`config.mk`:
```
export PLATFORM = sky130hd
export DESIGN_NAME = nbgu_ram
export DESIGN_NICKNAME = d
export VERILOG_FILES = /design/src/hdl/nbgu_ram.sv
export SDC_FILE = /design/constraint.sdc
export NUM_CORES = 1
export LEC_CHECK = 0
export BUFFER_PORTS_ARGS = -buffer_cell sky130_fd_sc_hd__buf_4
export CAP_MARGIN = 20
export CORE_ASPECT_RATIO = 1.5
export CORE_MARGIN = 1.5
export CORE_UTILIZATION = 55
export DETAILED_ROUTE_END_ITERATION = 16
export PLACE_DENSITY = 0.72
export SLEW_MARGIN = 30
export SYNTH_ARGS = -nofsm -noshare
export SYNTH_HDL_FRONTEND = slang
export SYNTH_SLANG_ARGS = --single-unit
```
`constraint.sdc`:
```
create_clock -name clk -period 10 [get_ports clk]
set_clock_uncertainty 0.2 [all_clocks]
set_input_delay 2 -clock clk [delete_from_list [all_inputs] [get_ports clk]]
set_output_delay 2 -clock clk [all_outputs]
set_load 0.02 [all_outputs]
```
`src/hdl/nbgu_ram.sv`:
```
// ----------------------------------------------------------------------------
// nbgu_ram
// Generic single-write, single-read RAM with registered read data.
// ----------------------------------------------------------------------------
module nbgu_ram #(
  parameter int WIDTH = 48,
  parameter int DEPTH = 16
) (
  input  logic                     clk,
  input  logic                     we,
  input  logic [$clog2(DEPTH)-1:0] waddr,
  input  logic [WIDTH-1:0]         wdata,
  input  logic [$clog2(DEPTH)-1:0] raddr,
  output logic [WIDTH-1:0]         rdata
);

  logic [WIDTH-1:0] mem [DEPTH];

  always_ff @(posedge clk) begin
    if (we) begin
      mem[waddr] <= wdata;
    end
    rdata <= mem[raddr];
  end

endmodule

```
# After elaboration in Yosys (flattened, before gate mapping)
# Memories as Yosys holds them, arrays and structs flattened. A register that Yosys moved wholly into a read port is not among the register bits.
# Index checks and enable logic that the tools add are counted.
# totals
ff_bits	0
latchBits	0
ram_bits	768
rom_bits	0
inputBits	58
output_inout_bits	48
elab_cells	3
memories	1
# memory_table
memory	words	width	read_ports	rd_clocked_by_memory_dff	write_ports	line_no	rtl
mem	16	48	1	1	1	17	logic [WIDTH-1:0] mem [DEPTH];
# classes
n_addsub	0
multipliers	0
div	0
order_cmp	0
n_eq_ne	0
shift	0
n_mux	2
n_bitwise	0
reduce_logical	0
# op_table
cell	count
$mux 1	2

# Longest topological paths before layout
# depth
depth_word	2
ltp_mapped	6
ltp_nobuf	3

# Least setup slack after synthesis
# Ideal clock, no wire load.
# synth_timing
kind	input-to-reg
startpoint	in waddr[2]
endpoint	mem mem[0][0], enable pin
setup_time_ps	513
arrival_time_ps	5791
t_required_ps	9287
path_slack_ps	3496
cell_stages	2
path_buffers	0
cell_sequence	or3b_2 > nor3_1
# synth_lines
element	line_no	rtl
from (decl)	11	input logic [$clog2(DEPTH)-1:0] waddr,
to (decl)	17	
# No word-level cell before the write port.

==> impl_summary.log <==
[metrics] IO Port Bufs: 105
[metrics] Nets: 1440
[metrics] crit path buf inv count: 2
[metrics] count of maximum capacitance violations: 0
[metrics] GRT Util Overall: 0.229
[metrics] fraction of the cycle the final worst path needs: 0.399
[metrics] clock tree sinks: 816
[metrics] startpoint of the worst-slack reg-to-reg timing path: mem[11][27]
[metrics] Worst R2R End: rdata[27]
[metrics] number of distinct library cells after synthesis: 17
[metrics] clock period minus worst slack: 3990 ps
[metrics] stage delay of the slowest cell on the critical path: 790 ps
[metrics] total leakage power: 0.0108 uW
[metrics] setup-violating endpoint count in the final report: 0
[metrics] RePlAce Congestion: 0.685
[metrics] fin. max-slew vios: 0
[metrics] antenna violations before repair: 2
[metrics] DRT iter0 DRCs: 1388
[metrics] total via count after detailed routing: 13400
[metrics] Initial Utilization: 0.555
[metrics] cell at the root of the clock tree: clkbuf_16
[metrics] Post-Synthesis Net Count: 1300
[metrics] worst slew pin tran: 1010 ps
[metrics] fraction of synthesis flops using an asynchronous set or reset pin: 0
[metrics] share of post-route cells with drive strength above 1: 0.311
[metrics] Post-Syn Area per Cell: 23.9 sq um
[metrics] remaining antenna violation count: 0
[metrics] cell family contributing the most delay on the critical path: buffers and inverters
[metrics] worst skew pair latency: 580 ps
[metrics] EDFF count, synth: 768
[metrics] share of the yosys chip area belonging to registers: 0.809
[metrics] Post-Synthesis Cells: 1242
[metrics] Die X: 193 microns
[metrics] clock tree from TritonCTS: done
[metrics] highest-delay cell along the critical path: buf_4
[metrics] # H-tree levels: 3
[metrics] height of the chip: 288 microns
[metrics] length of the first detailed-routing pass in iterations: 5
[metrics] setup repair after global routing missed its margin: no
[metrics] classification of the worst setup path: in -> reg
[metrics] Pwr Density: 202 mW/mm^2
[metrics] crit path from: raddr[0]
[metrics] synthesized flop and latch total: 816
[metrics] final core utilization: 0.629
[metrics] endpoint required time on the critical path: 10260 ps
[metrics] max-slew headroom at the worst pin: 0.324
[metrics] r2r setup slk: 8460 ps
[metrics] buffer depth of the longest clock path: 3
[metrics] worst hold stages: 3
[metrics] antenna diode count: 0
[metrics] Total Neg Setup Slack: 0 ps
[metrics] wire length of the first global-routing pass: 89900 microns
[metrics] maximum operating frequency: 0.251 GHz
[metrics] area leader, netlist: edfxtp_1
[metrics] count of hold buffers inserted by post-cts repair: 0
[metrics] Top-Level Pins: 106
[metrics] most frequent cells after synthesis: edfxtp_1 (768), mux4_2 (192), a22oi_1 (96)
[metrics] die footprint: 0.0554 sq mm
[metrics] CP max FO: 54
[metrics] class of the tightest hold or removal check: reg -> reg
[metrics] startpoint of the tightest hold check path: mem[15][9]
[metrics] dpl hpwl: 27300 microns
[metrics] Post-Syn Area: 0.0297 sq mm
[metrics] post-detailed-route DRC marker count: 0
[metrics] Routed wire per std cell: 28.8 microns
[metrics] launching element type of the critical path: primary input
[metrics] Synth Warn #: 0
[metrics] number of hold violations in the final report: 0
[metrics] top cells by area in the synthesized netlist: edfxtp_1 (78%), mux4_2 (15%), dfxtp_1 (3.2%), a22oi_1 (2.4%), nand2_1 (0.62%)
[metrics] number of core rows: 104
[metrics] total gr overflow: 0
[metrics] routed vias/inst: 6.32
[metrics] outcome: complete, no violations
[metrics] Peak supply drop: 0.000107 V
[metrics] maximum number of pins on one net before global-route repair: 77
[metrics] final wirelength: 61100 microns
[metrics] worst-case reg-to-reg path depth: 3
[metrics] Synth-to-Final Area Change: 13.2%
[metrics] Core Area: 0.0535 sq mm
[metrics] WP data arrival: 4240 ps
[metrics] ordered cell list for the critical path: buf_8 -> buf_4 -> mux4_2 -> a22oi_1 -> nand2_1
[metrics] number of CTS-inserted buffers: 68
[metrics] most numerous cell in the Yosys netlist: edfxtp_1
[metrics] clock transition time at the flip-flop clock pins of the worst setup and hold paths: 70 ps
[metrics] Synth top area share: 0.777
[metrics] number of instances resized during post-cts repair: 0
[metrics] Filler Cells Inserted: 3451
[metrics] Setup Buffers After CTS: 0
[metrics] worst hold path endpoint: rdata[9]
[metrics] most used flip-flop cell after synthesis: edfxtp_1
[metrics] number of global-route vias before repair: 13800
[metrics] category of the worst setup path capture point: flop
worst max-delay path by stage:
stage	endpoint	cells after the start	slack, ps
floorplan	mem[0][0]	2	3500
global placement	rdata[8]	5	5210
detailed placement	rdata[31]	5	5320
CTS	rdata[31]	5	5930
global route	rdata[31]	5	5790
finish	rdata[15]	5	6010
sequential cells by signal, summed over array words and instances, names as in the netlist:
name	count
mem	768
rdata	48
layer usage:
layer / part of all wire / routed length, microns / GRT usage
met1: 0.39 / 23600 / 0.314
met2: 0.51 / 31400 / 0.381
met3: 0.083 / 5040 / 0.0450
met5: 0.00043 / 26 / 0
met4: 0.017 / 1050 / 0.0570
power by group:
part / total, uW / internal, uW / switching [uW]
clock network: 2600 / 1450 / 1140
logic: 361 / 152 / 209
registers: 3850 / 3820 / 27.5
total: 6810 / 5430 / 1380
stage by stage:
step / cell area [sq um] / hold slack, ps / worst slack (ps) / cells / total power, uW
finish: 33600 / 466 / 6010 / 2121 / 6810
floorplan: 29700 / 435 / 3500 / 1242 / 4120
detailed placement: 31400 / 457 / 5320 / 1998 / 4290
global route: 33600 / 497 / 5790 / 2121 / 7000
global placement: 31400 / 450 / 5210 / 1998 / 4270
CTS: 33500 / 468 / 5930 / 2118 / 6850
cells by family (layout without fill, tap and decap cells):
logic type,after synthesis,count (layout),synth area share
AO/OA/AOI/OAI,96,96,0.0243
multiplexers,192,192,0.146
buffers and inverters,63,253,0.0106
AND/OR/NAND/NOR,75,75,0.0105
flip-flops,816,816,0.809
tightest hold or removal path, cell delays in order, from the launching register on:
cell and delay [ps]:
edfxtp_1 320, mux4_2 220, a22oi_1 60, nand2_1 50
cells in the final DEF, fill, tap and decap left out, types with 7 or more instances in the layout:
| cell type | n |
|---|---|
| dfxtp_1 | 48 |
| clkbuf_16 | 69 |
| buf_4 | 121 |
| nand2_1 | 49 |
| clkinv_2 | 13 |
| mux4_2 | 192 |
| a22oi_1 | 96 |
| clkbuf_1 | 7 |
| buf_6 | 8 |
| edfxtp_1 | 768 |
| clkinv_1 | 13 |
| nor2_4 | 13 |
cell type report:
cell class	count	area [sq um]	share of cell area
multi-input combinational	363	5490	0.163
tap	689	862	0.0256
timing repair buffer	133	1080	0.0321
clock buffer	80	1810	0.0538
clock inverter	40	362	0.0108
sequential	816	24000	0.714
Power figures use the tool's default switching activity.
