===== src/hdl/nbgu_pkg.sv =====
// ----------------------------------------------------------------------------
// nbgu_pkg
// Shared types, constants and helpers for the body update engine.
// ----------------------------------------------------------------------------
package nbgu_pkg;

  localparam int WORD_W = 48;
  localparam int CFG_W  = 47;
  localparam int MASS_W = 32;
  localparam int OP_W   = 64;
  localparam int WIDE_W = 128;
  localparam int RT_W   = 66;

  localparam logic CMD_LOAD    = 1'b0;
  localparam logic CMD_ADVANCE = 1'b1;

  localparam logic [1:0] CFG_GRAVITY = 2'd0;
  localparam logic [1:0] CFG_STEP    = 2'd1;
  localparam logic [1:0] CFG_BODIES  = 2'd2;

  localparam logic [4:0] BODIES_RESET = 5'd16;

  localparam logic signed [50:0] VMAX51 = 51'sd140737488355327;
  localparam logic signed [50:0] VMIN51 = -51'sd140737488355328;

  typedef enum logic [4:0] {
    S_IDLE, S_RDI, S_LDI, S_PMUL, S_PWR, S_JRD, S_JLD, S_SQ, S_SQRT,
    S_GM, S_UDIV, S_SDIV, S_CMUL, S_CDIV, S_JNEXT, S_VMUL, S_VWR
  } state_t;

  typedef struct packed {
    logic signed [WORD_W-1:0] val;
    logic                     ovf;
  } sat_t;

  function automatic sat_t sat48(input logic signed [50:0] v);
    sat_t r;
    if (v > VMAX51) begin
      r.val = VMAX51[WORD_W-1:0];
      r.ovf = 1'b1;
    end else if (v < VMIN51) begin
      r.val = VMIN51[WORD_W-1:0];
      r.ovf = 1'b1;
    end else begin
      r.val = v[WORD_W-1:0];
      r.ovf = 1'b0;
    end
    return r;
  endfunction

  function automatic logic [WORD_W-1:0] mag48(input logic signed [WORD_W-1:0] v);
    return v[WORD_W-1] ? WORD_W'(-v) : WORD_W'(v);
  endfunction

  function automatic logic [WORD_W:0] mag49(input logic signed [WORD_W:0] v);
    return v[WORD_W] ? (WORD_W+1)'(-v) : (WORD_W+1)'(v);
  endfunction

endpackage


===== src/hdl/nbgu_sqrt.sv =====
// ----------------------------------------------------------------------------
// nbgu_sqrt
// 128-bit integer square root, one root bit per cycle (floor).
// ----------------------------------------------------------------------------
module nbgu_sqrt (
  input  logic                        clk,
  input  logic                        rst,
  input  logic                        start,
  input  logic [nbgu_pkg::WIDE_W-1:0] n,
  output logic                        done,
  output logic [nbgu_pkg::OP_W-1:0]   root
);
  import nbgu_pkg::*;

  logic [WIDE_W-1:0] nreg;
  logic [RT_W-1:0]   rem;
  logic [5:0]        cnt;
  logic              run;
  logic [RT_W+1:0]   remsh;
  logic [RT_W+1:0]   trial;
  logic              ge;

  always_comb begin
    remsh = {rem, nreg[WIDE_W-1:WIDE_W-2]};
    trial = (RT_W+2)'({root, 2'b01});
    ge    = remsh >= trial;
  end

  always_ff @(posedge clk) begin
    if (rst) begin
      run  <= 1'b0;
      done <= 1'b0;
      cnt  <= '0;
    end else begin
      done <= run && (cnt == 6'd63);
      if (start) begin
        run <= 1'b1;
        cnt <= '0;
      end else if (run) begin
        cnt <= cnt + 6'd1;
        if (cnt == 6'd63) begin
          run <= 1'b0;
        end
      end
    end
    if (start) begin
      nreg <= n;
      rem  <= '0;
      root <= '0;
    end else if (run) begin
      nreg <= {nreg[WIDE_W-3:0], 2'b00};
      rem  <= ge ? RT_W'(remsh - trial) : remsh[RT_W-1:0];
      root <= {root[OP_W-2:0], ge};
    end
  end

endmodule


===== config.mk =====
export PLATFORM = sky130hd
export DESIGN_NAME = nbgu_sqrt
export DESIGN_NICKNAME = d
export VERILOG_FILES = /design/src/hdl/nbgu_pkg.sv /design/src/hdl/nbgu_sqrt.sv
export SDC_FILE = /design/constraint.sdc
export NUM_CORES = 1
export LEC_CHECK = 0
export ABC_AREA = 1
export BUFFER_PORTS_ARGS = -buffer_cell sky130_fd_sc_hd__buf_4
export CAP_MARGIN = 30
export CORE_MARGIN = 2
export CORE_UTILIZATION = 40
export DETAILED_ROUTE_END_ITERATION = 10
export PLACE_DENSITY = 0.61
export SYNTH_ARGS = -nofsm -noshare
export SYNTH_HDL_FRONTEND = slang
export SYNTH_SLANG_ARGS = --single-unit

===== constraint.sdc =====
create_clock -name clk -period 10 [get_ports clk]
set_clock_uncertainty 0.15 [all_clocks]
set_input_delay 1 -clock clk [delete_from_list [all_inputs] [get_ports clk]]
set_output_delay 1 -clock clk [all_outputs]
set_load 0.01 [all_outputs]

Word-level counts from Yosys, hierarchy flattened
Index checks and enable logic that the tools add are counted.
{"block": "word_totals", "register_bits": 266, "output_inout_bits": 65}
{"block": "op_classes", "add_sub_neg": 2, "n_lt_le_gt_ge": 1, "eq_ne": 1, "muxes": 6, "n_reduce_logical": 3}
{"operator": "two-way mux 128 bit", "count": 2}
{"operator": "greater-or-equal comparator 68 x 66 -> 1 bit", "count": 1}
{"operator": "two-way mux 66 bit", "count": 1}
{"operator": "subtractor 66 bit", "count": 1}
{"operator": "adder 6 x 1 -> 6 bit, second input constant", "count": 1}
{"operator": "== test 6 bit, second input constant", "count": 1}
{"operator": "two-way mux 1 bit", "count": 3}
{"operator": "nonzero test 2 bit", "count": 1}
{"operator": "OR reduction 2 bit", "count": 1}
{"operator": "logical AND 1 bit", "count": 1}

Logic depth before layout (Yosys ltp)
Gate-level depths: netlist of run 1.
{"block": "logic_depth", "depth_word": 4, "ltp_mapped": 20, "depth_no_buf": 19}

Least setup slack after synthesis of run 1
OpenSTA, ideal clock, no wires.
{"block": "synth_path", "path_kind": "input port to flip-flop", "from": "in start", "to": "reg nreg[0], enable pin", "t_arrival_ns": 5.131, "path_slack_ns": 4.177, "path_stages": 4, "n_path_buf": 2, "path_cell_list": "clkbuf_1 nor2_1 inv_2 clkbuf_1"}
{"block": "synth_via", "elab_chain_len": 1}
{"element": "start, declared", "line_no": "nbgu_sqrt.sv:8", "text": "input logic start,"}
{"element": "nonzero test 2 bit (no line)"}
{"element": "end signal, assigned", "line_no": "nbgu_sqrt.sv:47", "text": "nreg <= n;"}
{"element": "end signal, assigned", "line_no": "nbgu_sqrt.sv:51", "text": "nreg <= {nreg[WIDE_W-3:0], 2'b00};"}
{"element": "end, declared", "line_no": "nbgu_sqrt.sv:15", "text": "logic [WIDE_W-1:0] nreg;"}
No other way between the ends.
A chain may end at the register's enable or synchronous reset.

Final worst setup path of run 1
{"block": "layout_path", "from": "reg root[17] (netlist bit)", "to": "reg rem[2]"}
{"block": "layout_via", "elab_chain_len": 2}
{"element": "start, declared", "line_no": "nbgu_sqrt.sv:11", "text": "output logic [nbgu_pkg::OP_W-1:0] root"}
{"element": "start signal, assigned", "line_no": "nbgu_sqrt.sv:53", "text": "root <= {root[OP_W-2:0], ge};"}
{"element": "greater-or-equal comparator 68 x 66 -> 1 bit", "line_no": "nbgu_sqrt.sv:26", "text": "ge = remsh >= trial;"}
{"element": "two-way mux 66 bit", "line_no": "nbgu_sqrt.sv:52", "text": "rem <= ge ? RT_W'(remsh - trial) : remsh[RT_W-1:0];"}
{"element": "end signal, assigned", "line_no": "nbgu_sqrt.sv:52"}
{"element": "end, declared", "line_no": "nbgu_sqrt.sv:16", "text": "logic [RT_W-1:0] rem;"}
No other way between the ends.

==> flow_summary_export.csv, run 1 <==
group,metric,value,unit
status,status,"completed",
synthesis,ys_top_cells_by_area,"nand2_1, edfxtp_1, dfxtp_1",
route,wl,51500,um
synthesis,syn_nets,2753,
setup_path,crit_required,10.36,ns
floorplanning,die_width,210,um
route,viasPerCell,4.88,
synthesis,ys_ff_latch,266,
route,ant_nets,0,
synthesis,synth.mux.area_fraction,0,%
clock_tree,cts_tree,"done",
synthesis,synth_top_family_by_area,"simple AND/OR/NAND/NOR gates",
timing,post-route-period-util,41.9,%
grt,overflow,0,
timing,slew_viol_final,0,
clock_tree,cts_max_path_buffers,3,
floorplanning,start_util,40.5,%
grt,first_global_vias,15800,
grt,grt_max_degree,112,
cells_and_area,nets,2911,
cells_and_area,syn_to_final_growth,16.4,%
grt,grt_pass1_wl,82300,um
synthesis,yosysMostFrequentCell,"nand2_1",
floorplanning,coreArea,41900,sq um
grt,antenna_found_initial,0,
min_path,hp-class,"flop to flop",
synthesis,synthAdderAreaFrac,4.95,%
timing,hold_viol,0,
clock_tree,clockRootBuffer,"clkbuf_16",
placement,dpl-instance-area,18800,sq um
setup_path,path_max_fanout,55,
route,vias,16000,
synthesis,syn-instance-count,2555,
setup_path,crit_arrival,4.55,ns
setup_path,start_kind,"flop",
synthesis,synth_common_cells,"nand2_1, inv_1, nor2_1",
timing,rsz0062_at_grt,"no",
timing,fin_hold_ws,0.324,ns
synthesis,synthSimpleGateAreaFrac,36.6,%
clock_tree,clk_pin_slew_worst_paths,0.06,ns
synthesis,synth_compound_area_share,6.54,%
timing,worstMarginPinSlew,0.999,ns
clock_tree,cts_resized,0,
synthesis,synth_area_per_cell,6.63,sq um
timing,fin_setup_tns,0,ns
route,drcViolationCount,0,
grt,grt_use_total,23.3,%
cells_and_area,fin_util,47.1,%
placement,dpl.hpwl,40400,um
placement,gp_congestion,1.01,
timing,setup_viol,0,
floorplanning,rows,75,
placement,portBuffers,195,
clock_tree,insertion_delay,0.59,ns
timing,finalWorstPathRequiredPeriod,4.19,ns
setup_path,worstSetupEndpointType,"flop",
route,post_drt_wl_per_cell,15.7,um
synthesis,synth_top_cell_by_area,"nand2_1",
synthesis,netlist_area,16900,sq um
synthesis,synth_xor_area_share,1.65,%
synthesis,synth_top_cell_area_share,24.5,%
synthesis,yosysWarnings,0,
route,drt_iter0_drc,892,
floorplanning,die_h,210,um
cells_and_area,antennaDiodeCount,0,
timing,fmax,0.239,GHz
clock_tree,cts_hold_buf,0,
synthesis,synth_ff_type,"dfxtp_1",
floorplanning,die_area,44000,sq um
setup_path,critical_path_class,"flop to flop",
floorplanning,io_pins,196,
synthesis,synthArstFlopShare,0,%
synthesis,yosysSeqAreaShare,39.0,%
clock_tree,post_cts_buffers,0,
clock_tree,cts_sinks,266,
synthesis,synth-edff-count,128,
cells_and_area,drive_above_1_share,10.8,%
synthesis,synth_cell_types,45,
clock_tree,cts_buffers,30,
timing,relSlewSlack,33.4,%
cells_and_area,post-route-cell-area,19700,sq um
clock_tree,cts-htree-levels,1,
job,cap_viol_max_count,0,
route,dr.pass1.iters,5,
cell type report:
| type | instances | area [sq um] |
|---|---|---|
| multi-input combinational | 1804 | 8430 |
| tap | 539 | 674 |
| fill | 4441 | 22100 |
| timing repair buffer | 206 | 1560 |
| clock buffer | 44 | 853 |
| sequential | 266 | 6610 |
| inverter | 405 | 1530 |
| clock inverter | 10 | 78.8 |
critical path, stage by stage, from the launching register on:
cell	delay, ns
dfxtp_1	0.33
inv_1	0.08
ha_1	0.35
nand2_1	0.12
nor2_2	0.19
nand2_1	0.09
inv_1	0.15
nand2_1	0.09
nand3_2	0.15
nand2_1	0.12
nand3_2	0.12
nand2_2	0.48
nand2_4	0.40
buf_4	0.54
inv_1	0.33
nand2_1	0.14
nand3_1	0.09
o21ai_1	0.10
sequential cells by signal, indices dropped and copies added (netlist names):
register / cells
root: 64
cnt: 6
nreg: 128
rem: 66
run: 1
done: 1
cells in the final DEF (no fill, tap or decap), drive strengths merged, types with 11 or more instances in the layout:
cell	count
clkbuf	44
nand3	109
nand3b	12
nor3	11
dfxtp	138
ha	67
a21oi	68
buf	206
xnor2	24
nand2	1110
nand4	53
inv	404
edfxtp	128
o22ai	63
o21ai	48
nor2	199
kinds of logic after synthesis:
kind of cell,count (synthesis)
DFF,266
and+or+nand+nor,1509
AOI/OAI and AO/OA,196
xor gates and xnor gates,32
adders and majority gates,67
buffers and inverters,485
final timing paths:
check | start | endpoint | slack [ns] | cells past startpoint
setup / recovery | root[17]$_SDFFE_PP0P_ | rem[2]$_SDFFE_PP0P_ | 5.81 | 17
hold / removal | rem[12]$_SDFFE_PP0P_ | rem[12]$_SDFFE_PP0P_ | 0.32 | 2
hold reg to reg | rem[12]$_SDFFE_PP0P_ | rem[12]$_SDFFE_PP0P_ | 0.32 | 2
setup reg to reg | root[17]$_SDFFE_PP0P_ | rem[2]$_SDFFE_PP0P_ | 5.81 | 17
metal layers:
layer  vias to the layer above  GRT usage (%)  routed length (um)
li1                       8270              -                   -
met1                      7258           30.2               23300
met2                       369           39.1               23300
met3                        80           5.15                3320
met4                         0           6.48                1550
met5                         -              0                   0
per-stage QoR:
stage | instances | worst slack, ns
2_1_floorplan | 2555 | 4.18
3_3_place_gp | 3219 | 5.91
3_5_place_dp | 3220 | 5.87
4_1_cts | 3274 | 5.83
5_1_grt | 3274 | 5.35
6_report | 3274 | 5.81
Power of run 1 is left out: the tool's default activity adds up to more than one toggle a clock period on the data nets, which glitch-free logic cannot reach.
==> run 2, diff against run 1 <==
PLACE_DENSITY = 0.63   (was 0.61)
clock period = 3.62 ns   (was 10 ns; I/O delays follow)
==> flow_summary_export.csv, run 2 (synthesized netlist as in run 1, its figures left out) <==
group,metric,value,unit
cells_and_area,largest_register,"nreg",
clock_tree,cts_tree,"done",
grt,grt_max_degree,147,
timing,slew_viol_final,0,
cells_and_area,drive_above_1_share,10.8,%
route,dr_wl_met3,3690,um
cells_and_area,post-route-cell-area,21200,sq um
setup_path,crit_arrival,3.57,ns
grt,grt_use_total,25.5,%
clock_tree,cts_resized,0,
setup_path,path_common_cell,"nand2_1",
grt,overflow,0,
cells_and_area,multi_input_area,8430,sq um
timing,hold_viol,0,
route,drcViolationCount,0,
setup_path,worst_path_max_delay_cell,"o21ai_0",
timing,worstMarginPinSlew,0.857,ns
cells_and_area,antennaDiodeCount,0,
timing,finalWorstPathRequiredPeriod,3.26,ns
clock_tree,clockRootBuffer,"clkbuf_16",
route,ant_nets,0,
min_path,hp-class,"flop to flop",
floorplanning,rows,75,
setup_path,reg2regPathDepth,17,
clock_tree,cts_sinks,266,
status,status,"completed",
grt,grt_pass1_wl,89400,um
setup_path,crit_chain,"inv_1, ha_1, nand2_1, nor2_1, nand2_1, nand3_1, nand2_1, nand2_1, inv_1, o21ai_0, nand2_1, nand2_1, nand2_1, nand2_1, nor2_1, nor2_1, nor2_1",
route,post_drt_wl_per_cell,16.6,um
placement,dpl-instance-area,18900,sq um
setup_path,start_kind,"flop",
floorplanning,io_pins,196,
cells_and_area,syn_to_final_growth,25.2,%
timing,fmax,0.307,GHz
placement,gp_congestion,0.975,
cells_and_area,layout_common_cells,"nand2_1, inv_1, buf_4",
setup_path,worstSetupEndpointType,"flop",
route,vias,16900,
placement,portBuffers,195,
cells_and_area,nets,3050,
route,wl,56600,um
clock_tree,cts_max_path_buffers,3,
timing,fin_hold_ws,0.323,ns
route,drt_iter0_drc,1139,
timing,post-route-period-util,90.0,%
cells_and_area,fillerInstances,4113,
setup_path,worst-path-buf-inv,2,
route,dr.pass1.iters,6,
floorplanning,die_width,210,um
floorplanning,die_h,210,um
clock_tree,insertion_delay,0.61,ns
cells_and_area,largestRegisters,"nreg: 128 flops, rem: 66 flops, root: 64 flops",
cells_and_area,seqCellArea,6610,sq um
cells_and_area,fin_util,50.7,%
min_path,hold_depth,2,
setup_path,crit_family,"simple AND/OR/NAND/NOR gates",
grt,first_global_vias,16600,
route,highest_layer,"met4",
setup_path,path_max_fanout,5,
route,wl_met1,25000,um
placement,dpl.hpwl,42100,um
cells_and_area,final_common_cell,"nand2_1",
setup_path,cp.depth,17,
setup_path,critical_path_class,"flop to flop",
timing,setup_viol,0,
timing,fin_setup_tns,0,ns
clock_tree,cts_buffers,30,
setup_path,max_stage_delay,0.61,ns
clock_tree,clk_pin_slew_worst_paths,0.06,ns
floorplanning,coreArea,41900,sq um
job,cap_viol_max_count,0,
grt,antenna_found_initial,0,
floorplanning,start_util,40.5,%
cells_and_area,largest_reg_flops,128,
route,viasPerCell,4.95,
route,met2WireLength,26200,um
clock_tree,cts-htree-levels,1,
floorplanning,die_area,44000,sq um
timing,rsz0062_at_grt,"no",
setup_path,crit_required,3.93,ns
timing,relSlewSlack,42.4,%
run 2: layout make-up:
class | count | area share, %
tap | 539 | 3.18
multi-input combinational | 1804 | 39.7
clock buffer | 46 | 4.19
timing repair buffer | 345 | 14.0
inverter | 405 | 7.20
clock inverter | 10 | 0.619
sequential | 266 | 31.1
run 2: path summary, 6_finish.rpt:
kind	from	to	slack, ns
max reg2reg	root[0]$_SDFFE_PP0P_	rem[58]$_SDFFE_PP0P_	0.36
min reg2reg	rem[10]$_SDFFE_PP0P_	rem[10]$_SDFFE_PP0P_	0.32
max	root[0]$_SDFFE_PP0P_	rem[58]$_SDFFE_PP0P_	0.36
min	rem[10]$_SDFFE_PP0P_	rem[10]$_SDFFE_PP0P_	0.32
run 2: repair_timing:
item,4_1_cts,5_1_grt
setup endpoints to repair,0,0
setup buffers,0,0
endpoints found under the hold margin,137,0
hold buffers,130,0
run 2: worst register-to-register path, stage by stage (launching register included):
cell	delay (ns)
dfxtp_1	0.38
inv_1	0.10
ha_1	0.38
nand2_1	0.12
nor2_1	0.16
nand2_1	0.06
nand3_1	0.19
nand2_1	0.08
nand2_1	0.16
inv_1	0.08
o21ai_0	0.61
nand2_1	0.25
nand2_1	0.11
nand2_1	0.05
nand2_1	0.05
nor2_1	0.04
nor2_1	0.11
nor2_1	0.04
run 2: stage by stage:
stage / cells / setup WS (ns)
after floorplan: 2555 / 0.455
after global placement: 3229 / 0.432
after detailed placement: 3229 / 0.374
after CTS: 3415 / 0.352
after global routing: 3415 / 0.121
final: 3415 / 0.362
run 2: metal layers:
layer | vias to the layer above | GRT usage [%]
met4 | 0 | 7.58
met5 | - | 0
met3 | 89 | 4.06
met2 | 517 | 43.1
li1 | 8566 | -
met1 | 7746 | 33.5
Power of run 2 is left out for the same reason.
