[config.mk]
export PLATFORM = sky130hd
export DESIGN_NAME = nbgu_div
export DESIGN_NICKNAME = d
export VERILOG_FILES = /design/src/hdl/nbgu_pkg.sv /design/src/hdl/nbgu_div.sv
export SDC_FILE = /design/constraint.sdc
export NUM_CORES = 1
export LEC_CHECK = 0
export BUFFER_PORTS_ARGS = -buffer_cell sky130_fd_sc_hd__buf_2
export CORE_MARGIN = 2
export CORE_UTILIZATION = 59
export CTS_BUF_LIST = sky130_fd_sc_hd__clkbuf_4
export DETAILED_ROUTE_END_ITERATION = 6
export PLACE_DENSITY_LB_ADDON = 0.12
export SYNTH_ARGS = -nofsm -noshare
export SYNTH_HDL_FRONTEND = slang
export SYNTH_SLANG_ARGS = --single-unit
[constraint.sdc]
create_clock -name clk -period 5.85 [get_ports clk]
set_input_delay 1.17 -clock clk [delete_from_list [all_inputs] [get_ports clk]]
set_output_delay 1.17 -clock clk [all_outputs]
set_load 0.1 [all_outputs]
[src/hdl/nbgu_pkg.sv]
// ----------------------------------------------------------------------------
// nbgu_pkg
// Shared types, constants and helpers for the body update engine.
// ----------------------------------------------------------------------------
package nbgu_pkg;

  localparam int WORD_W = 48;
  localparam int CFG_W  = 47;
  localparam int MASS_W = 32;
  localparam int OP_W   = 64;
  localparam int WIDE_W = 128;
  localparam int RT_W   = 66;

  localparam logic CMD_LOAD    = 1'b0;
  localparam logic CMD_ADVANCE = 1'b1;

  localparam logic [1:0] CFG_GRAVITY = 2'd0;
  localparam logic [1:0] CFG_STEP    = 2'd1;
  localparam logic [1:0] CFG_BODIES  = 2'd2;

  localparam logic [4:0] BODIES_RESET = 5'd16;

  localparam logic signed [50:0] VMAX51 = 51'sd140737488355327;
  localparam logic signed [50:0] VMIN51 = -51'sd140737488355328;

  typedef enum logic [4:0] {
    S_IDLE, S_RDI, S_LDI, S_PMUL, S_PWR, S_JRD, S_JLD, S_SQ, S_SQRT,
    S_GM, S_UDIV, S_SDIV, S_CMUL, S_CDIV, S_JNEXT, S_VMUL, S_VWR
  } state_t;

  typedef struct packed {
    logic signed [WORD_W-1:0] val;
    logic                     ovf;
  } sat_t;

  function automatic sat_t sat48(input logic signed [50:0] v);
    sat_t r;
    if (v > VMAX51) begin
      r.val = VMAX51[WORD_W-1:0];
      r.ovf = 1'b1;
    end else if (v < VMIN51) begin
      r.val = VMIN51[WORD_W-1:0];
      r.ovf = 1'b1;
    end else begin
      r.val = v[WORD_W-1:0];
      r.ovf = 1'b0;
    end
    return r;
  endfunction

  function automatic logic [WORD_W-1:0] mag48(input logic signed [WORD_W-1:0] v);
    return v[WORD_W-1] ? WORD_W'(-v) : WORD_W'(v);
  endfunction

  function automatic logic [WORD_W:0] mag49(input logic signed [WORD_W:0] v);
    return v[WORD_W] ? (WORD_W+1)'(-v) : (WORD_W+1)'(v);
  endfunction

endpackage

[src/hdl/nbgu_div.sv]
// ----------------------------------------------------------------------------
// nbgu_div
// 128 by 64 bit restoring divider, one quotient bit per cycle.
// ----------------------------------------------------------------------------
module nbgu_div (
  input  logic                        clk,
  input  logic                        rst,
  input  logic                        start,
  input  logic [nbgu_pkg::WIDE_W-1:0] n,
  input  logic [nbgu_pkg::OP_W-1:0]   d,
  output logic                        done,
  output logic [nbgu_pkg::WIDE_W-1:0] q
);
  import nbgu_pkg::*;

  logic [WIDE_W-1:0] nreg;
  logic [OP_W-1:0]   d_r, rem;
  logic [6:0]        cnt;
  logic              run;
  logic [OP_W:0]     remsh;
  logic              ge;

  always_comb begin
    remsh = {rem, nreg[WIDE_W-1]};
    ge    = remsh >= {1'b0, d_r};
  end

  always_ff @(posedge clk) begin
    if (rst) begin
      run  <= 1'b0;
      done <= 1'b0;
      cnt  <= '0;
    end else begin
      done <= run && (cnt == 7'd127);
      if (start) begin
        run <= 1'b1;
        cnt <= '0;
      end else if (run) begin
        cnt <= cnt + 7'd1;
        if (cnt == 7'd127) begin
          run <= 1'b0;
        end
      end
    end
    if (start) begin
      nreg <= n;
      d_r  <= d;
      rem  <= '0;
      q    <= '0;
    end else if (run) begin
      nreg <= {nreg[WIDE_W-2:0], 1'b0};
      rem  <= ge ? OP_W'(remsh - {1'b0, d_r}) : remsh[OP_W-1:0];
      q    <= {q[WIDE_W-2:0], ge};
    end
  end

endmodule

======== After elaboration in Yosys (flattened, before gate mapping) ========
Index checks and enable logic that the tools add are counted.
word-level totals
  memory bits (read-only) ................. 0
  word-level logic and storage cells ...... 20
  bits in latches ......................... 0
  register bits ........................... 393
  memories kept ........................... 0
  output and inout port bits .............. 129
  input port bits ......................... 195
  bits in writable memories ............... 0
operators by class
  multiplexer cells ....................... 6
  div/mod/pow operators ................... 0
  equal/unequal tests ..................... 1
  shifts and indexed selects .............. 0
  bitwise logic cells ..................... 0
  $add $sub $neg .......................... 2
  multiply operators ...................... 0
  reductions and logical operators ........ 3
  order comparisons ....................... 1
operator list
  operator                                      number
  two-way mux 128 bit                           2
  greater-or-equal comparator 65 x 64 -> 1 bit  1
  two-way mux 64 bit                            1
  subtractor 64 bit                             1
  adder 7 x 1 -> 7 bit (second input constant)  1
  == test 7 bit (second input constant)         1
  two-way mux 1 bit                             3
  nonzero test 2 bit                            1
  OR reduction 2 bit                            1
  logical AND 1 bit                             1

======== Logic depth before layout (Yosys ltp) ========
Gate-level depths: netlist (run 1).
  depth after elaboration ................. 4
  mapped depth ............................ 15
  mapped depth without buffers ............ 13

======== Least setup slack after synthesis (run 1) ========
OpenSTA, ideal clock, no wires.
  kind .................................... input to register
  start point ............................. in start
  end point ............................... reg nreg[0], enable pin
  arrival time ............................ 4,286 ps
  stages .................................. 4
  setup time .............................. 481 ps
  path slack .............................. 1,083 ps
  data required time ...................... 5,369 ps
  path buffers ............................ 2
  path through ............................ clkbuf_1 -> clkbuf_1 -> nor2_1 -> inv_1
on the way
  word-level cells in the longest chain between the ends .. 1
ends and longest elaborated chain
  element                       RTL line        RTL
  start: declaration            nbgu_div.sv:8   input logic start,
  nonzero test 2 bit (no line)  --
  end signal: assignment        nbgu_div.sv:46  nreg <= n;
  end signal: assignment        nbgu_div.sv:51  nreg <= {nreg[WIDE_W-2:0], 1'b0};
  end: declaration              nbgu_div.sv:16  logic [WIDE_W-1:0] nreg;
Every way passes these cells.
A chain may end at the register's enable or synchronous reset.

======== Worst setup path in the final report (run 1) ========
  start point ............................. reg d_r[22]
  end point ............................... reg rem[25]
on the way
  word-level cells in the longest chain between the ends .. 2
  elaborated cells between the ends (all ways) .. 3
  those cells by class .................... 1 x add/sub; 1 x order compare; 1 x mux
ends and longest elaborated chain
  element                                                                            RTL line                        RTL
  start: declaration                                                                 nbgu_div.sv:17                  logic [OP_W-1:0] d_r, rem;
  start signal: assignment                                                           nbgu_div.sv:47                  d_r <= d;
  subtractor 64 bit or greater-or-equal comparator 65 x 64 -> 1 bit (tied branches)  nbgu_div.sv:52, nbgu_div.sv:25
  two-way mux 64 bit (*)                                                             nbgu_div.sv:52                  rem <= ge ? OP_W'(remsh - {1'b0, d_r}) : remsh[OP_W-1:0];
  end signal: assignment                                                             nbgu_div.sv:52
  end: declaration                                                                   nbgu_div.sv:17
Mark *: on every way between the ends. The rest lies on a longest branch, timed or not.

==> results_dict.tcl, run 1 <==
set metrics [dict create \
    run_status "finished, final reports clean" \
    cts_tree "done" \
    cts.sink_count 393 \
    final_min_period_over_clock_period 0.6645 \
    detailedPlacementHpwl_um 30460 \
    cts_buffer_depth 3 \
    cts_resized 0 \
    post_synth_and_or_nand_nor_area_fraction 0.1077 \
    crit_slowest_cell "buf_4" \
    timing.setup.tns_ps 0 \
    dp.cells 2401 \
    fin_nets 2363 \
    synth_nets 2027 \
    cellLeakagePower_uw 0.009891 \
    worst_ir_drop_vdd_uv 222.1 \
    ctsHoldBuffers 0 \
    worstPathMaxFanout 66 \
    crit_path_end_kind "flop" \
    synth_seq_cells 393 \
    yosys.area_share.xor_xnor 0.02489 \
    critPathArrivalTime_ps 4530 \
    grt_start_max_net_pins 152 \
    cts_inserted_buffers 101 \
    slack_of_the_worst_reg_to_reg_path_ps 1960 \
    yosysUniqueCellTypes 72 \
    syn-mean-instance-area_um2 10.76 \
    via_count 14510 \
    yosys.area.top_type_share 0.3035 \
    syn2layout_area_growth_pct 16.74 \
    max_h_tree_level 3 \
    crit_path_start "d_r[22]" \
    antenna_left 0 \
    groute.usage.overall 0.2610 \
    timing.fmax_mhz 257.3 \
    route.detailed.vias_per_inst 5.588 \
    crit_type "reg -> reg" \
    die_area_um2 33650 \
    ys_async_sr_fraction 0 \
    place_congestion 0.9231 \
    ys_warn_count 0 \
    synth_compound_area_frac 0.1214 \
    report.final.hold_viol_count 0 \
    initial_antenna_violation_count 20 \
    worst_pin_slew_ps 1073 \
    post_synth_inst_count 1766 \
    synth_area_leader_cell "edfxtp_1" \
    max-cap-violations 0 \
    post_layout_nonfiller_instances 2596 \
    grt_pass1_vias 14100 \
    grt_overflow_total 0 \
    rsz0062_at_grt "no" \
    post-cts-setup-buffer-count 0 \
    mostFrequentLayoutCells "buf_2, nor2_1, dfxtp_1" \
    pre_cts_ws_ps 2008 \
    remaining_drc_errors 0 \
    synthTopCellsByArea "edfxtp_1, dfxtp_1, mux2_2" \
    rows 65 \
    timing.critical_path.slowest_cell_delay_ps 560 \
    finalSetupViolCount 0 \
    hold_ws_ps 489.1 \
    clk-insertion-delay-late_ps 820 \
    final_max_slew_viol_count 0 \
    crit_path_cell_trace "inv_1 > ha_1 > and2_1 > and3_1 > a221oi_1 > nand2_1 > o21ai_1 > o22ai_1 > a31oi_4 > buf_4 > mux2_2 > mux2i_1 > nor2_1" \
    r2r-start "d_r[22]" \
    yosys.area_share.adder 0.04386 \
    most_common_library_cell_in_the_layout_ignoring_fill_and_taps "buf_2" \
    postLayoutSetupSlackWorst_ps 1963 \
    power_density_nw_per_um2 303.0 \
    port_buffers 323 \
    crit-reg2reg-capture "rem[25]" \
    synth_ff_type "dfxtp_1" \
    layout-drive-gt1-share 0.2980 \
    die_height_um 183.5 \
    core_area_um2 31640 \
    worstRegToRegCells 13 \
    wire_length_of_the_first_global_routing_pass_um 70570 \
    drtPass1Iterations 7 \
    synth_area_um2 19000 \
    ys_seq_area_frac 0.5152 \
    dr.first_iter.drc_count 914 \
    num_io_pins 324 \
    multiplexer_fraction_of_the_synthesized_cell_area 0.1486 \
    clock_root_buffer "clkbuf_4" \
    critPathRequiredTime_ps 6500 \
    min-delay-path-class "reg -> reg" \
    maxSlewHeadroom 0.2847 \
    skew_ps 75.26 \
    initial_core_util 0.6006 \
    synth_top_family_by_area "multiplexers" \
    synth-edff-count 192 \
    routed_wirelength_um 44320 \
    final_period_minus_worst_setup_slack_ps 3887 \
    worstSetupStartpointType "flop" \
    detail_route.wl_per_cell_um 17.07 \
    die_w_um 183.5 \
    worst_setup_path_end "rem[25]" \
    clkTransAtPathRegs_ps 70 \
]
[critical path: cells and delay by family, from the launching register on]
kind,cells,cell delay [ps]
muxes,2,540
AOI/OAI and AO/OA,4,1300
and+or+nand+nor,4,560
DFF,1,340
buffers and inverters,2,600
adders and majority gates,1,370
[stage by stage]
stage / cell area, µm² / total power, µW / utilization
6_report: 22180 / 6720 / 0.7011
5_1_grt: 22170 / 7071 / 0.7007
4_1_cts: 22150 / 6793 / 0.7001
3_5_place_dp: 20800 / 4330 / 0.6576
3_3_place_gp: 20800 / 4306 / 0.6576
2_1_floorplan: 19000 / 4061 / -
[metal layers]
layer	share of wire	up-vias	GRT usage
met5	0.0021	-	0
met4	0.032	14	0.1136
met3	0.077	113	0.08954
met2	0.46	463	0.4119
met1	0.43	6776	0.3265
li1	-	7141	-
[worst min path at each step]
stage	from	end	slack, ps	cells after the start
finish	q[82]	q[83]	490	2
global route	d[24]	d_r[24]	490	1
CTS	d[24]	d_r[24]	460	1
detailed placement	cnt[6]	done	480	2
global placement	q[127]	q[127]	470	2
floorplan	cnt[6]	done	450	2
[report_power, final]
group | switching (µW) | internal [µW] | leakage, µW | total, µW
Clock | 1110 | 1320 | 0.000814 | 2430
Combinational | 638 | 473 | 0.00553 | 1110
Sequential | 86.9 | 3090 | 0.00355 | 3180
[cells by family after synthesis]
logic type | after synthesis
multiplexers | 266
AND/OR/NAND/NOR | 463
adder cells (fa/ha/maj) | 66
XOR/XNOR | 54
buffers and inverters | 183
AO/OA/AOI/OAI | 341
flip-flops | 393
[state kept, by name, indices dropped and copies added, names as in the netlist]
| signal | flops |
|---|---|
| cnt | 7 |
| done | 1 |
| run | 1 |
| q | 128 |
| rem | 64 |
| d_r | 64 |
| nreg | 128 |
[final cells by class]
type                    count  area, µm²
diodes                     13      32.53
clock buffers             167       1254
clock inverters            15      90.09
fillers                  2496       9457
inverters                  84      317.8
multi-input cells        1190       8483
flip-flops and latches    393       9793
well taps                 402      503.0
repair buffers            332       1707
[Yosys cell counts (4+ instances only)]
cell	count
ha_1	65
nor3b_1	8
buf_1	15
dfxtp_1	201
nand2_1	87
edfxtp_1	192
o21bai_1	15
a221oi_1	4
and3_1	18
nor2b_1	5
nor3_1	23
a211o_1	7
clkbuf_1	71
nand3_1	22
inv_1	83
a211oi_1	41
buf_4	7
mux2i_1	138
a21boi_0	4
o211ai_1	17
a31oi_1	15
xor2_1	21
xnor2_1	33
nand4_1	15
nand2b_1	11
a41oi_1	6
a21o_1	33
and2_1	7
or2_2	6
mux2_2	128
buf_2	4
a21oi_1	97
o21a_1	7
o211a_1	13
o21ai_0	46
or3_1	9
nor2_1	243
Power figures use the tool's default switching activity.
==> run 2: changes to the inputs <==
clock period = 3.6 ns   (was 5.85 ns; I/O delays follow)
==> run 2 against run 1 <==
Critical path depth decreased by 1; critical path type unchanged; non-clock buffer count increased by 21; largest cell class unchanged; clock skew decreased by 42 ps.
==> results_dict.tcl, run 2 (synthesized netlist as in run 1, its figures left out) <==
set metrics [dict create \
    postLayoutSetupSlackWorst_ps 203.0 \
    cts_tree "done" \
    finalSetupViolCount 0 \
    final_period_minus_worst_setup_slack_ps 3397 \
    grt_start_max_net_pins 129 \
    cts.sink_count 393 \
    p_total_uw 10730 \
    max_h_tree_level 3 \
    top_regs "nreg (128), q (128)" \
    min-delay-path-class "in -> reg" \
    r2r-start "d_r[15]" \
    clkTransAtPathRegs_ps 70 \
    post_layout_nonfiller_instances 2616 \
    maxSlewHeadroom 0.4810 \
    fill_cells 2477 \
    num_io_pins 324 \
    detailedPlacementHpwl_um 30710 \
    critPathRequiredTime_ps 4290 \
    power_density_nw_per_um2 479.8 \
    crit_path_frequent_cell "a21oi_1" \
    place_congestion 0.9083 \
    via_count 14500 \
    rsz0062_at_grt "yes" \
    detail_route.wl_per_cell_um 16.53 \
    skew_ps 33.24 \
    worst_ir_drop_vdd_uv 332.1 \
    cts_buffer_depth 3 \
    antenna_left 0 \
    crit_type "reg -> reg" \
    timing.hold.worst.start "d[60]" \
    timing.critical_path.slowest_cell_delay_ps 390 \
    report.final.hold_viol_count 0 \
    crit_slowest_cell "ha_1" \
    worstPathMaxFanout 7 \
    groute.usage.overall 0.2548 \
    initial_antenna_violation_count 21 \
    clk-insertion-delay-late_ps 780 \
    highest_layer "met5" \
    routed_wirelength_um 43240 \
    pre_cts_ws_ps 80.78 \
    routed_length_on_met2_um 20270 \
    timing.fmax_mhz 294.4 \
    grt_overflow_total 0 \
    mostFrequentLayoutCells "buf_2, nor2_1, dfxtp_1" \
    met3RoutedLength_um 3438 \
    remaining_drc_errors 0 \
    final_min_period_over_clock_period 0.9436 \
    cellLeakagePower_uw 0.009942 \
    final_max_slew_viol_count 0 \
    die_height_um 183.5 \
    clock_root_buffer "clkbuf_4" \
    worst_pin_slew_ps 778.5 \
    max-cap-violations 0 \
    wl_met1_um 18250 \
    cts_inserted_buffers 98 \
    die_area_um2 33650 \
    worstSetupStartpointType "flop" \
    crit_path_end_kind "flop" \
    most_common_library_cell_in_the_layout_ignoring_fill_and_taps "buf_2" \
    syn2layout_area_growth_pct 17.69 \
    wire_length_of_the_first_global_routing_pass_um 69260 \
    dr.first_iter.drc_count 994 \
    critPathArrivalTime_ps 4080 \
    drtPass1Iterations 5 \
    route.detailed.vias_per_inst 5.544 \
    core_area_um2 31640 \
    grt_pass1_vias 14230 \
    initial_core_util 0.6006 \
    port_buffers 323 \
    ctsHoldBuffers 0 \
    rows 65 \
    dp.cells 2421 \
    fin_nets 2381 \
    die_w_um 183.5 \
    crit_path_cell_trace "inv_1 > ha_1 > a21oi_1 > a21oi_1 > o211ai_1 > o221ai_1 > o21ai_1 > a21oi_2 > a31oi_1 > mux2i_1 > o311a_1 > nor3_1" \
    run_status "finished, final reports clean" \
    layout-drive-gt1-share 0.2992 \
    crit_path_start "d_r[15]" \
]
## run 2: critical path: cells and delay by family, from the launching register on
family | cells | cell delay [ps]
buffers and inverters | 1 | 50
adders and majority gates | 1 | 390
and+or+nand+nor | 1 | 170
AOI/OAI and AO/OA | 8 | 2260
DFF | 1 | 320
muxes | 1 | 130
## run 2: power breakdown
group / total, µW / switching, µW / leakage (µW) / internal (µW)
logic: 1870 / 1060 / 0.00566 / 817
registers: 5140 / 124 / 0.00355 / 5020
clock network: 3710 / 1790 / 0.000741 / 1930
total: 10700 / 2970 / 0.00994 / 7760
## run 2: final timing paths
kind	end	slack, ps	depth (start not counted)
hold reg to reg	done	490	2
setup / recovery	rem[62]	200	12
hold / removal	d_r[60]	110	1
setup reg to reg	rem[62]	200	12
## run 2: cell type report
class	count	area, µm²	share of cell area
Clock buffer	145	1089	0.04868
Antenna cell	15	37.54	0.001679
Inverter	84	319.1	0.01427
Timing Repair Buffer	353	1931	0.08634
Multi-Input combinational cell	1190	8516	0.3808
Sequential cell	393	9793	0.4379
Tap cell	402	503.0	0.02249
Clock inverter	34	173.9	0.007778
## run 2: per-stage QoR
stage / instance area, µm² / utilization / hold WS [ps] / TNS (ps)
after floorplan: 19010 / - / 449.9 / 0
after global placement: 21020 / 0.6644 / 468.8 / 0
after detailed placement: 21020 / 0.6644 / 479.4 / 0
after CTS: 22280 / 0.7043 / 28.37 / 0
after global routing: 22340 / 0.7063 / 29.09 / -56.02
final: 22360 / 0.7068 / 111.5 / 0
## run 2: routing by layer
layer	GRT usage	vias to the layer above
li1	-	7177
met1	0.3070	6777
met2	0.4142	436
met3	0.09548	98
met4	0.1018	16
met5	0	-
## run 2: repair_timing
item	CTS	global route
setup endpoints to repair	0	7
setup buffers	0	1
resized for setup	0	7
